**src/rtl/core/bpd_pkg.sv**
```systemverilog
// Shared constants and types for the burst preamble deframer.
package bpd_pkg;

    localparam int unsigned BYTE_W     = 8;
    localparam int unsigned LIMIT_W    = 16;
    localparam int unsigned SKIP_W     = 17;
    localparam int unsigned LEN_W      = 17;
    localparam int unsigned FMT_W      = 2;

    localparam logic [31:0] SYNC_A     = 32'h0000_72F8;
    localparam logic [31:0] SYNC_B     = 32'h0000_1F4E;
    localparam logic [LIMIT_W-1:0] SKIP_LIMIT_RESET = 16'd24576;
    localparam logic signed [LEN_W-1:0] LEN_OFFSET  = 17'sd16;
    localparam logic signed [LEN_W-1:0] WORD_BYTES  = 17'sd4;

    typedef enum logic [FMT_W-1:0]
    {
        FMT_UNKNOWN    = 2'd0,
        FMT_PCM        = 2'd1,
        FMT_COMPRESSED = 2'd2
    } format_t;

    // One result word as produced by the parser.
    typedef struct packed
    {
        logic              out_valid;
        logic [BYTE_W-1:0] out_byte;
        logic              burst_end;
        format_t           detected_format;
    } result_t;

endpackage

```
**src/rtl/core/burst_preamble_deframer.sv**
```systemverilog
// Burst preamble deframer top level: limit register, input handshake, result register.
// An accepted byte's result word is in the output register in the cycle after its acceptance.
// Throughput: one byte per cycle while the input is not stalled; the parse state updates in the accept cycle.
// The input stalls only while a held result word is itself stalled downstream.
// Reset clears the parse state, the result register and sets skip_limit to 24576.
module burst_preamble_deframer import bpd_pkg::*;
(
    input  logic               clk,
    input  logic               rst_n,
    input  logic               skip_limit_we,
    input  logic [LIMIT_W-1:0] skip_limit_data,
    input  logic               data_valid,
    output logic               data_stall,
    input  logic [BYTE_W-1:0]  data_byte,
    output logic               res_valid,
    input  logic               res_stall,
    output logic               out_valid,
    output logic [BYTE_W-1:0]  out_byte,
    output logic               burst_end,
    output logic [FMT_W-1:0]   detected_format
);

    logic [LIMIT_W-1:0] skip_limit_reg;
    logic               res_valid_reg;
    result_t            res_reg;
    result_t            res_next;
    logic               accept;

    // Take a new byte whenever the result register is free or draining
    assign data_stall = res_valid_reg && res_stall;
    assign accept     = data_valid && !data_stall;

    bpd_parser u_parser
    (
        .clk        (clk),
        .rst_n      (rst_n),
        .advance    (accept),
        .data_byte  (data_byte),
        .skip_limit (skip_limit_reg),
        .result     (res_next)
    );

    // Hold the skip limit register
    always_ff @(posedge clk or negedge rst_n)
    begin
        if (!rst_n)
        begin
            skip_limit_reg <= SKIP_LIMIT_RESET;
        end
        else if (skip_limit_we)
        begin
            skip_limit_reg <= skip_limit_data;
        end
    end

    // Result valid flag
    always_ff @(posedge clk or negedge rst_n)
    begin
        if (!rst_n)
        begin
            res_valid_reg <= 1'b0;
        end
        else if (accept)
        begin
            res_valid_reg <= 1'b1;
        end
        else if (!res_stall)
        begin
            res_valid_reg <= 1'b0;
        end
    end

    // Result payload
    always_ff @(posedge clk or negedge rst_n)
    begin
        if (!rst_n)
        begin
            res_reg <= '0;
        end
        else if (accept)
        begin
            res_reg <= res_next;
        end
    end

    assign res_valid       = res_valid_reg;
    assign out_valid       = res_reg.out_valid;
    assign out_byte        = res_reg.out_byte;
    assign burst_end       = res_reg.burst_end;
    assign detected_format = res_reg.detected_format;

    // Checks
    a_accept_gives_result: assert property (@(posedge clk) disable iff (!rst_n)
        accept |=> res_valid_reg)
        else $error("accepted word produced no result");

    a_end_on_payload: assert property (@(posedge clk) disable iff (!rst_n)
        (res_valid_reg && burst_end) |-> out_valid)
        else $error("burst end flagged on a non-payload word");

    a_idle_byte_zero: assert property (@(posedge clk) disable iff (!rst_n)
        (res_valid_reg && !out_valid) |-> (out_byte == '0))
        else $error("non-payload word carries a byte");

    a_format_code: assert property (@(posedge clk) disable iff (!rst_n)
        res_valid_reg |-> (detected_format != 2'd3))
        else $error("illegal format verdict");

endmodule

```
**src/rtl/core/bpd_parser.sv**
```systemverilog
// Byte-serial parse state machine: preamble hunt, header decode, payload extraction.
module bpd_parser import bpd_pkg::*;
(
    input  logic               clk,
    input  logic               rst_n,
    input  logic               advance,
    input  logic [BYTE_W-1:0]  data_byte,
    input  logic [LIMIT_W-1:0] skip_limit,
    output result_t            result
);

    typedef enum logic [2:0]
    {
        PH_HUNT    = 3'd0,
        PH_SYNC_B  = 3'd1,
        PH_SKIP    = 3'd2,
        PH_LEN     = 3'd3,
        PH_PAYLOAD = 3'd4
    } phase_t;

    phase_t                    phase_reg, phase_next;
    logic [31:0]               window_reg, window_next;
    logic [2:0]                fill_reg, fill_next;
    logic [1:0]                biw_reg, biw_next;
    logic signed [LEN_W-1:0]   rem_reg, rem_next;
    logic [SKIP_W-1:0]         skip_reg, skip_next;
    format_t                   verdict_reg, verdict_next;

    logic                      word_done;
    logic                      do_test;
    logic [15:0]               len_field;
    logic signed [LEN_W-1:0]   rem_dec;

    // Next state and result for the byte at the input
    always_comb
    begin
        window_next  = {window_reg[23:0], data_byte};
        word_done    = (biw_reg == 2'd3);
        len_field    = {window_next[7:0], window_next[15:8]};
        rem_dec      = rem_reg - WORD_BYTES;
        phase_next   = phase_reg;
        fill_next    = fill_reg;
        biw_next     = biw_reg;
        rem_next     = rem_reg;
        skip_next    = skip_reg;
        verdict_next = verdict_reg;
        do_test      = 1'b0;
        result.out_valid = 1'b0;
        result.out_byte  = '0;
        result.burst_end = 1'b0;

        unique case (phase_reg)
            PH_SYNC_B:
            begin
                if (word_done)
                begin
                    biw_next = 2'd0;
                    if (window_next == SYNC_B)
                    begin
                        phase_next = PH_SKIP;
                    end
                    else
                    begin
                        // retest these four bytes as a first preamble
                        phase_next = PH_HUNT;
                        do_test    = 1'b1;
                    end
                end
                else
                begin
                    biw_next = biw_reg + 2'd1;
                end
            end
            PH_SKIP:
            begin
                if (word_done)
                begin
                    biw_next   = 2'd0;
                    phase_next = PH_LEN;
                end
                else
                begin
                    biw_next = biw_reg + 2'd1;
                end
            end
            PH_LEN:
            begin
                if (word_done)
                begin
                    rem_next     = $signed({1'b0, len_field}) - LEN_OFFSET;
                    skip_next    = '0;
                    verdict_next = FMT_COMPRESSED;
                    biw_next     = 2'd0;
                    phase_next   = PH_PAYLOAD;
                end
                else
                begin
                    biw_next = biw_reg + 2'd1;
                end
            end
            PH_PAYLOAD:
            begin
                // bytes 2 and 3 of each word carry payload
                if (biw_reg[1])
                begin
                    result.out_valid = 1'b1;
                    result.out_byte  = data_byte;
                end
                if (word_done)
                begin
                    biw_next = 2'd0;
                    rem_next = rem_dec;
                    if (rem_dec <= 0)
                    begin
                        rem_next         = '0;
                        result.burst_end = 1'b1;
                        phase_next       = PH_HUNT;
                        fill_next        = 3'd0;
                    end
                end
                else
                begin
                    biw_next = biw_reg + 2'd1;
                end
            end
            default:
            begin
                // hunt, also for unused phase codes
                phase_next = PH_HUNT;
                if (fill_reg < 3'd4)
                begin
                    fill_next = fill_reg + 3'd1;
                end
                do_test = (fill_next >= 3'd4);
            end
        endcase

        // Test the full window against the first preamble word
        if (do_test)
        begin
            if (window_next == SYNC_A)
            begin
                phase_next = PH_SYNC_B;
                biw_next   = 2'd0;
                fill_next  = 3'd0;
            end
            else
            begin
                if (skip_reg != '1)
                begin
                    skip_next = skip_reg + 1'b1;
                end
                if (skip_next > {1'b0, skip_limit})
                begin
                    verdict_next = FMT_PCM;
                end
                fill_next = 3'd4;
            end
        end

        result.detected_format = verdict_next;
    end

    // Hold parse state; advance on each accepted byte
    always_ff @(posedge clk or negedge rst_n)
    begin
        if (!rst_n)
        begin
            phase_reg   <= PH_HUNT;
            window_reg  <= '0;
            fill_reg    <= '0;
            biw_reg     <= '0;
            rem_reg     <= '0;
            skip_reg    <= '0;
            verdict_reg <= FMT_UNKNOWN;
        end
        else if (advance)
        begin
            phase_reg   <= phase_next;
            window_reg  <= window_next;
            fill_reg    <= fill_next;
            biw_reg     <= biw_next;
            rem_reg     <= rem_next;
            skip_reg    <= skip_next;
            verdict_reg <= verdict_next;
        end
    end

endmodule
```
**config.mk**
```make
export PLATFORM = sky130hd
export DESIGN_NAME = burst_preamble_deframer
export DESIGN_NICKNAME = d
export VERILOG_FILES = /design/src/rtl/core/bpd_pkg.sv /design/src/rtl/core/burst_preamble_deframer.sv /design/src/rtl/core/bpd_parser.sv
export SDC_FILE = /design/constraint.sdc
export NUM_CORES = 1
export LEC_CHECK = 0
export ABC_AREA = 1
export CAP_MARGIN = 20
export CORE_AREA = 3 3 137 139
export CTS_CLUSTER_SIZE = 20
export DETAILED_ROUTE_END_ITERATION = 8
export DIE_AREA = 0 0 140 142
export DONT_BUFFER_PORTS = 1
export HOLD_SLACK_MARGIN = 0.08
export PLACE_DENSITY = 0.55
export SLEW_MARGIN = 20
export SYNTH_ARGS = -nofsm -noshare
export SYNTH_HDL_FRONTEND = slang
export SYNTH_HIERARCHICAL = 1
export SYNTH_SLANG_ARGS = --single-unit
export TNS_END_PERCENT = 10
```
**constraint.sdc**
```tcl
create_clock -name clk -period 8.4 [get_ports clk]
set_input_delay 1.26 -clock clk [delete_from_list [all_inputs] [get_ports clk]]
set_output_delay 1.26 -clock clk [all_outputs]
set_load 0.02 [all_outputs]
```
## Yosys cells after proc, flatten, opt, wreduce, memory -nomap -nowiden

Cells that the tools add are included.

- Bits in registers: 95
- Bits of input ports: 29
- Word-level logic and storage cells: 89

- $add $sub $neg: 5
- Magnitude comparators: 4
- Equal/unequal tests: 14
- Muxes and demuxes: 45
- Reductions and logical operators: 9

Operators with widths:

| operator | number |
|---|---|
| 2-to-1 mux 17 bit | 10 |
| 2-to-1 mux 3 bit | 13 |
| one-hot mux 17 bit (2 select lines) | 1 |
| equality test 32 x 13 -> 1 bit, second input constant | 1 |
| equality test 32 x 15 -> 1 bit, second input constant | 1 |
| 2-to-1 mux 2 bit | 10 |
| adder 17 x 1 -> 17 bit, second input constant | 1 |
| greater-than comparator 17 x 16 -> 1 bit | 1 |
| <= comparator 17 x 1 -> 1 bit, second input constant | 1 |
| != test 17 bit, second input constant | 1 |
| subtractor 16 x 5 -> 17 bit, second input constant | 1 |
| subtractor 17 x 4 -> 17 bit, second input constant | 1 |
| one-hot mux 3 bit (4 select lines) | 1 |
| 2-to-1 mux 10 bit | 1 |
| 2-to-1 mux 9 bit | 1 |
| != test 2 x 1 -> 1 bit, second input constant | 4 |
| AND reduction 4 bit | 2 |
| equality test 3 x 2 -> 1 bit, second input constant | 2 |
| 2-to-1 mux 1 bit | 6 |
| != test 3 x 1 -> 1 bit, second input constant | 2 |
| one-hot mux 3 bit (2 select lines) | 1 |
| OR reduction 3 bit | 2 |
| OR reduction 4 bit | 1 |
| adder 3 x 1 -> 3 bit, second input constant | 1 |
| other kinds (10) | 11 |

## Depth between registers and ports, before layout

Gate-level depths: netlist (run 1).

- Depth after elaboration: 10
- Mapped depth: 31

## Cells and area by module

The synthesis (run 1) kept the hierarchy.

Modules (own cells, without submodules):

| module | instances | cells an instance | area an instance (um2) | sequential area each (um2) |
|---|---|---|---|---|
| bpd_parser | 1 | 711 | 4962.3 | 1701.6 |
| burst_preamble_deframer | 1 | 124 | 1141.1 | 728.2 |

## Least setup slack after synthesis (run 1)

No wires, ideal clock.

- Path type: reg2reg
- Start point: reg u_parser.skip_reg[0]
- End point: reg res_reg (netlist bit detected_format[1])
- Setup time: 0.065 ns
- Arrival: 3.169 ns
- Slack: 5.165 ns
- Stages on the path, launching flop included: 30
- Cells stage by stage: dfrtp_1 ha_1 nand2_1 nor2_1 nand3_1 nor3_2 inv_1 nor4_1 ha_1 clkbuf_1 nor2_1 inv_1 o21ai_0 o21ai_0 inv_1 ha_1 a21oi_1 o21a_1 nand2_1 nand2_1 nand2_1 nand2_1 nand2_1 nand2_1 nand2_1 nand2_1 nand2_1 nor2_1 nand3_1 nand2_1

RTL lines:

| what | RTL line | text |
|---|---|---|
| start, declared | bpd_parser.sv:26 | `logic [SKIP_W-1:0] skip_reg, skip_next;` |
| start signal, assigned | bpd_parser.sv:184 | `skip_reg <= skip_next;` |
| end signal, assigned | burst_preamble_deframer.sv:82 | `res_reg <= res_next;` |
| end, declared | burst_preamble_deframer.sv:25 | `result_t res_reg;` |

==> summary.md, run 1 <==
| Metric | Value |
|---|---|
| Post-Route WL | roughly 15 mm |
| Fillers | 1923 |
| Number of flip-flops in the largest register | 24 |
| Status | finished clean |
| Synth Area in Adders | under 10% |
| Main synth FF type | dfrtp_1 |
| Register area share after synthesis | 39.8% |
| Global route overflow | 0 |
| Crit share post-route | 49.7% |
| Maximum clock path buffer count | 2 |
| H-tree depth | 3 |
| Die area | 19900 sq um |
| Fmax | 0.239 GHz |
| Setup-failing EPs final | 0 |
| Clk sinks | a little under 100 |
| Crit-path max FO | 11 |
| Max VDD drop | 0.000137 V |
| Clock tree root buffer cell | clkbuf_16 |
| TritonRoute pass-1 iters | 5 |
| Critical path class | reg -> reg |
| Worst setup EP type | register |
| Cts repair resizes | 0 |
| Drt drc | 0 |
| Setup ws final | 4.22 ns |
| Asr flop ratio synth | 100% |
| DP Wirelength | 10.3 mm |
| Relative slew margins | 35.9% |
| Iter 0 DRT Violations | 338 |
| Postcts setup bufs | 0 |
| CTS buffer count | 9 |
| Syn_nets | between 800 and 900 |
| Post-Place Setup Slack | 4.13 ns |
| Vias in the first global route | 5044 |
| WP data required | 8.69 ns |
| Final core occ | a little under two fifths |
| DRT antenna net count | 0 |
| # port buffers | 0 |
| Most frequent cells in the layout | nand2_1, inv_1, dfrtp_1, o21ai_0, nor2_1 |
| Synth cell types | 49 |
| Post-Synth XOR/XNOR Area | under 10% |
| Fin area | 6600 sq um |
| Post-DP Area | approximately 6300 sq um |
| I/O pin count | 43 |
| Clk_skew | 0.00912 ns |
| Area Overhead vs Synth | 8.12% |
| Post-Synth Simple-Gate Area | 27.6% |
| CTS hold repair buffers | 0 |
| Final Hold Vio Count | 0 |
| Initial Util | 34.3% |
| Main combinational cell family by area after synthesis | simple AND/OR/NAND/NOR gates |
| Leading cell type in the layout, fill and taps excluded | nand2_1 |
| Initial antenna violation count | 0 |
| Max cap viols | 0 |
| Yosys Warn Count | 6 |
| Antenna Cells | 0 |
| GRT Util Overall | 15.3% |
| Post-Synthesis Cells | 835 |
| Row cnt | 49 |
| Compound-cell area share of the yosys netlist | between 10% and 20% |
| Wire per inst | 13.8 um |
| Slew Viols, Final | 0 |
| Clock latency at the later pin of the worst-skew pair | 0.35 ns |
| Startpoint types | register |
| Worst-path clk slew | 0.07 ns |
| Proportion of layout cells with a drive suffix above 1 | under 10% |
| RSZ-0062 raised after global routing | no |
| Die X | 140 um |
| Yosys reg bits | 97 |
| Vias | 5134 |
| First-pass GRT wire length | 24.9 mm |
| EDFF count, synth | 0 |
| Mux contribution to synthesized area | 0.185% |
| Vert. Die Dim | around 140 um |
| Via density | 4.87 |
| Syn Area/Cell | 7.31 sq um |
| Post-Syn Area | about 6000 sq um |
| Least-Margin Pin Slew | 0.958 ns |
| Worst min-delay path class | reg -> reg |
| TritonCTS clock tree | done |
| GPL Wtd Cong | 0.855 |
| Pwr Density | 291 nW/um^2 |
| Core area | roughly 18000 sq um |
| Largest net degree at the start of global routing | 98 |
| Final Net Count | 875 |
| Final min period | ~4.2 ns |
| Worst EP arrival | 4.47 ns |
| Setup TNS | 0 ns |
| Leakage | 0.00318 uW |
where the power goes:
group	leakage [uW]	internal [uW]	switching, uW	total, uW
registers	0.00121	589	117	706
clock network	0.000166	299	182	481
logic	0.00181	269	462	731
layer usage:
layer | part of all wire (%) | global-route usage [%] | vias up
met5 | 0 | 0 | -
met4 | 1.3 | 4.95 | 0
met3 | 3.2 | 2.25 | 12
met2 | 47 | 24.9 | 82
met1 | 49 | 21.1 | 2350
li1 | - | - | 2690
through the flow:
step	power (uW)	instances	hold slack (ns)
after floorplan	1310	835	0.443
after global placement	1440	1039	0.460
after detailed placement	1450	1039	0.464
after CTS	1940	1055	0.473
after global routing	2090	1055	0.505
final	1920	1055	0.467
Yosys cell counts (2+ instances only):
cell type  instances  area, sq um
nand3_1           56          280
nor2_4             3         33.8
a31oi_1            3         18.8
nor2_1            63          236
nor2_2             2         12.5
o21a_1             3         22.5
nor3_1             4         20.0
nand4_1           16          100
dfstp_2            2         52.6
xnor2_1            3         26.3
clkbuf_1          14         52.6
buf_2              6         30.0
nand2_4            2         22.5
buf_6              3         33.8
xor2_1             7         61.3
a21oi_1           32          160
dfrtp_1           95         2380
o22ai_1           10         62.6
nor4_1             3         18.8
nand2_1          207          777
o21ai_2            5         43.8
o21ai_0           82          410
a22oi_1            8         60.1
inv_1            128          480
o31ai_1            2         15.0
nand2_2            5         31.3
nor3_2             3         30.0
inv_2              4         15.0
o21ai_1           19         95.1
nand3_2            2         20.0
ha_1              25          313
final timing paths:
check	startpoint	to	slack, ns	cells past startpoint
min reg2reg	skip_limit_reg[13]	skip_limit_reg[13]	0.47	2
min in group asynchronous	rst_n	u_parser/rem_reg[10]	0.62	0
max reg2reg	u_parser/skip_reg[0]	detected_format[1]	4.22	24
max in group asynchronous	rst_n	skip_limit_reg[13]	7.55	0
min	skip_limit_reg[13]	skip_limit_reg[13]	0.47	2
max	u_parser/skip_reg[0]	detected_format[1]	4.22	24
worst max-delay path: stages, from the launching register on:
cell and delay (ns):
dfrtp_1 0.39, ha_1 0.19, nand2_1 0.06, nor2_1 0.15, nand3_1 0.14, nor3_2 0.16, inv_1 0.07, nor4_1 0.21
ha_1 0.43, inv_1 0.24, nor2_4 0.24, inv_1 0.15, nand3_1 0.10, o21ai_0 0.14, ha_1 0.32, inv_1 0.05
nor3_1 0.25, nand4_1 0.12, nor2_1 0.11, nor2_1 0.05, nand2_1 0.14, nand2_1 0.06, nor2_1 0.14, nand3_1 0.09
nand2_1 0.08
cell families after synthesis:
logic type / after synthesis
adder cells (fa/ha/maj): 25
AND/OR/NAND/NOR: 374
XOR/XNOR: 10
flip-flops: 97
buffers and inverters: 160
AO/OA/AOI/OAI: 168
multiplexers: 1
area by class of cell:
type	instances	area [sq um]	area share, %
sequential	97	2430	36.8
clock inverter	5	103	1.55
tap	229	287	4.34
multi-input combinational	578	3020	45.8
clock buffer	11	243	3.68
timing repair buffer	1	7.51	0.114
inverter	134	510	7.74
Note: power is estimated with default switching activity, not from simulation.
==> run 2: changes to the inputs <==
==> constraint.sdc (replaced) <==
create_clock -name clk -period 4.1 [get_ports clk]
set_input_delay 0.615 -clock clk [delete_from_list [all_inputs] [get_ports clk]]
set_output_delay 0.615 -clock clk [all_outputs]
set_load 0.02 [all_outputs]
==> run 2 against run 1 <==
Net effect:
- wire length grew 2.4%
- highest routed layer unchanged
- critical endpoint unchanged
- sequential share of layout area shrank 0.070 points
- critical path type unchanged
- fmax grew 19%
- clock power grew 83%
- combinational power grew 110%
- via count grew 2.0%
- count of clock-buffer cells in the layout grew 3
- worst hold slack lost 0.35 ns
==> summary.md, run 2 (synthesis results as in run 1) <==
| Metric | Value |
|---|---|
| Status | finished clean |
| Core area | 17800 sq um (unchanged) |
| Drt drc | 0 (unchanged) |
| Slew Viols, Final | 0 (unchanged) |
| Sw frac | 40.9% (+1.2 points) |
| Int Power | 2270 uW (+96%) |
| Startpoint types | register |
| Die X | 140 um (unchanged) |
| Post-Route WL | 14.9 mm (+2.4%) |
| Vias in the first global route | 5046 (+0.040%) |
| Iter 0 DRT Violations | 402 (+19%) |
| Largest net degree at the start of global routing | 96 (-2.0%) |
| Leakage | 0.00319 uW (about the same) |
| Clk_skew | 0.00810 ns (-0.00102 ns) |
| Final Hold Vio Count | 0 (unchanged) |
| Initial Util | 34.3% (unchanged) |
| Pwr Density | 581 nW/um^2 (+100%) |
| TritonCTS clock tree | done |
| Via density | 4.95 (+1.8%) |
| GPL Wtd Cong | 0.828 (-3.2%) |
| Maximum clock path buffer count | 2 (unchanged) |
| Total power draw | 3840 uW (+100%) |
| DRT antenna net count | 0 (unchanged) |
| Proportion of layout cells with a drive suffix above 1 | 6.88% (+0.46 points) |
| WP data required | 4.38 ns (-4.31 ns) |
| Vert. Die Dim | 142 um (unchanged) |
| Number of flip-flops in the largest register | 24 (unchanged) |
| Initial antenna violation count | 0 (unchanged) |
| Relative slew margins | 57.3% (+21 points) |
| Global route overflow | 0 (unchanged) |
| RSZ-0062 raised after global routing | no |
| Critical Path Max Stage Delay | 0.39 ns (-0.04 ns) |
| H-tree depth | 3 (unchanged) |
| CP Launch Point | u_parser/skip_reg[0] |
| Crit-path max FO | 8 (-3) |
| Worst EP arrival | 3.80 ns (-0.67 ns) |
| Clock latency at the later pin of the worst-skew pair | 0.34 ns (about the same) |
| Clk sinks | 97 (unchanged) |
| Final Net Count | 878 (+0.34%) |
| Row cnt | 49 (unchanged) |
| I/O pin count | 43 (unchanged) |
| Combinational share of power | 39.4% (+1.3 points) |
| Worst R2R Start | u_parser/skip_reg[0] |
| Area Overhead vs Synth | 8.32% |
| Antenna Cells | 0 (unchanged) |
| Critical path class | reg -> reg |
| Sw Pwr | 1570 uW (+110%) |
| Worst min-delay path class | in -> async |
| Wire per inst | 14.1 um (+2.1%) |
| Sequential Power Share | 37.8% (+1.0 points) |
| Least-Margin Pin Slew | 0.639 ns (-0.319 ns) |
| DP Wirelength | 10.5 mm (+1.6%) |
| Leading cell type in the layout, fill and taps excluded | nand2_1 |
| Max cap viols | 0 (unchanged) |
| Max VDD drop | 0.000274 V (+100%) |
| Worst setup EP type | register |
| R2R cell count | 28 (+17%) |
| Final core occ | 37.2% (+0.070 points) |
| Flop-to-flop setup slack | 0.58 ns (-3.64 ns) |
| # port buffers | 0 (unchanged) |
| Finished Layout Cells | 1058 (+0.28%) |
| Setup-failing EPs final | 0 (unchanged) |
| Clock tree root buffer cell | clkbuf_16 |
| CTS buffer count | 9 (unchanged) |
| Crit-path slowest cell | dfrtp_1 |
| Clock network fraction of total power | 22.9% (-2.2 points) |
| Worst-path clk slew | 0.07 ns (about the same) |
| R2r endpoint | detected_format[1] |
| Most frequent cells in the layout | nand2_1, inv_1, dfrtp_1, o21ai_0, nor2_1 |
| Final min period | 3.52 ns (-0.657 ns) |
| Crit share post-route | 85.8% (+36 points) |
| GRT Util Overall | 15.4% (+0.15 points) |
| Fmax | 0.284 GHz (+19%) |
| Setup TNS | 0 ns (unchanged) |
| Placed insts | 1041 (+0.19%) |
| Die area | 19900 sq um (unchanged) |
| Vias | 5239 (+2.0%) |
| First-pass GRT wire length | 25.1 mm (+0.64%) |
| TritonRoute pass-1 iters | 4 (-1) |
| Worst path most repeated cell | nand2_1 |
## run 2: cell count changes in the layout (fill, tap and decap cells not counted)
| cell | change |
|---|---|
| buf_16 | +1 |
| buf_4 | +2 |
| bufinv_16 | -2 |
| clkbuf_1 | +2 |
| clkbuf_8 | +1 |
| clkinv_2 | -1 |
| nor2_1 | -1 |
| nor2_2 | +1 |
| nor3_1 | -1 |
| nor3_2 | +1 |
| nor4_1 | -1 |
| nor4_2 | +1 |
## run 2: area by class of cell
class	count	area (sq um)
Clock buffer	14	264
Clock inverter	2	37.5
Fill cell	1949	11200
Inverter	134	510
Multi-Input combinational cell	578	3030
Sequential cell	97	2430
Tap cell	229	287
Timing Repair Buffer	4	50.0
## run 2: worst max-delay path by stage
stage / end / slack, ns / depth (start not counted)
CTS: detected_format[1] / 0.42 / 28
detailed placement: detected_format[1] / 0.44 / 31
global route: detected_format[1] / 0.05 / 28
global placement: detected_format[1] / 0.53 / 31
floorplan: detected_format[1] / 0.87 / 29
finish: detected_format[1] / 0.58 / 28
## run 2: worst max-delay path, delay by kind of cell, from the launching register on
| kind | cells | cell delay, ns |
|---|---|---|
| adders and majority gates | 3 | 0.69 |
| AOI/OAI and AO/OA | 3 | 0.37 |
| DFF | 1 | 0.39 |
| buffers and inverters | 3 | 0.35 |
| and+or+nand+nor | 19 | 1.66 |
## run 2: what timing repair did
action                                  in CTS  in global routing
hold endpoints to repair                    95                  0
resized for setup                            0                  3
endpoints found under the setup margin       0                  4
hold buffers                                 1                  0
setup buffers                                0                  0
## run 2: power groups by stage
stage | logic [uW] | registers [uW] | clock network (uW)
6_report | 1510 | 1450 | 879
5_1_grt | 1770 | 1490 | 951
4_1_cts | 1520 | 1450 | 911
3_5_place_dp | 1490 | 1470 | 0
3_3_place_gp | 1470 | 1470 | 0
2_1_floorplan | 1270 | 1400 | 0
## run 2: per-layer routing
metal	vias to the layer above	GRT usage [%]	part of all wire (%)
met1	2467	21.5	49
met5	-	0	0
met4	0	3.88	0.98
li1	2682	-	-
met3	8	3.13	3.3
met2	82	24.8	47
## run 2: metrics by stage
step	area (sq um)	setup WS [ns]	hold slack, ns
after floorplan	6100	0.865	0.319
after global placement	6270	0.527	0.331
after detailed placement	6270	0.443	0.331
after CTS	6600	0.424	0.0920
after global routing	6610	0.0534	0.0836
final	6610	0.581	0.113
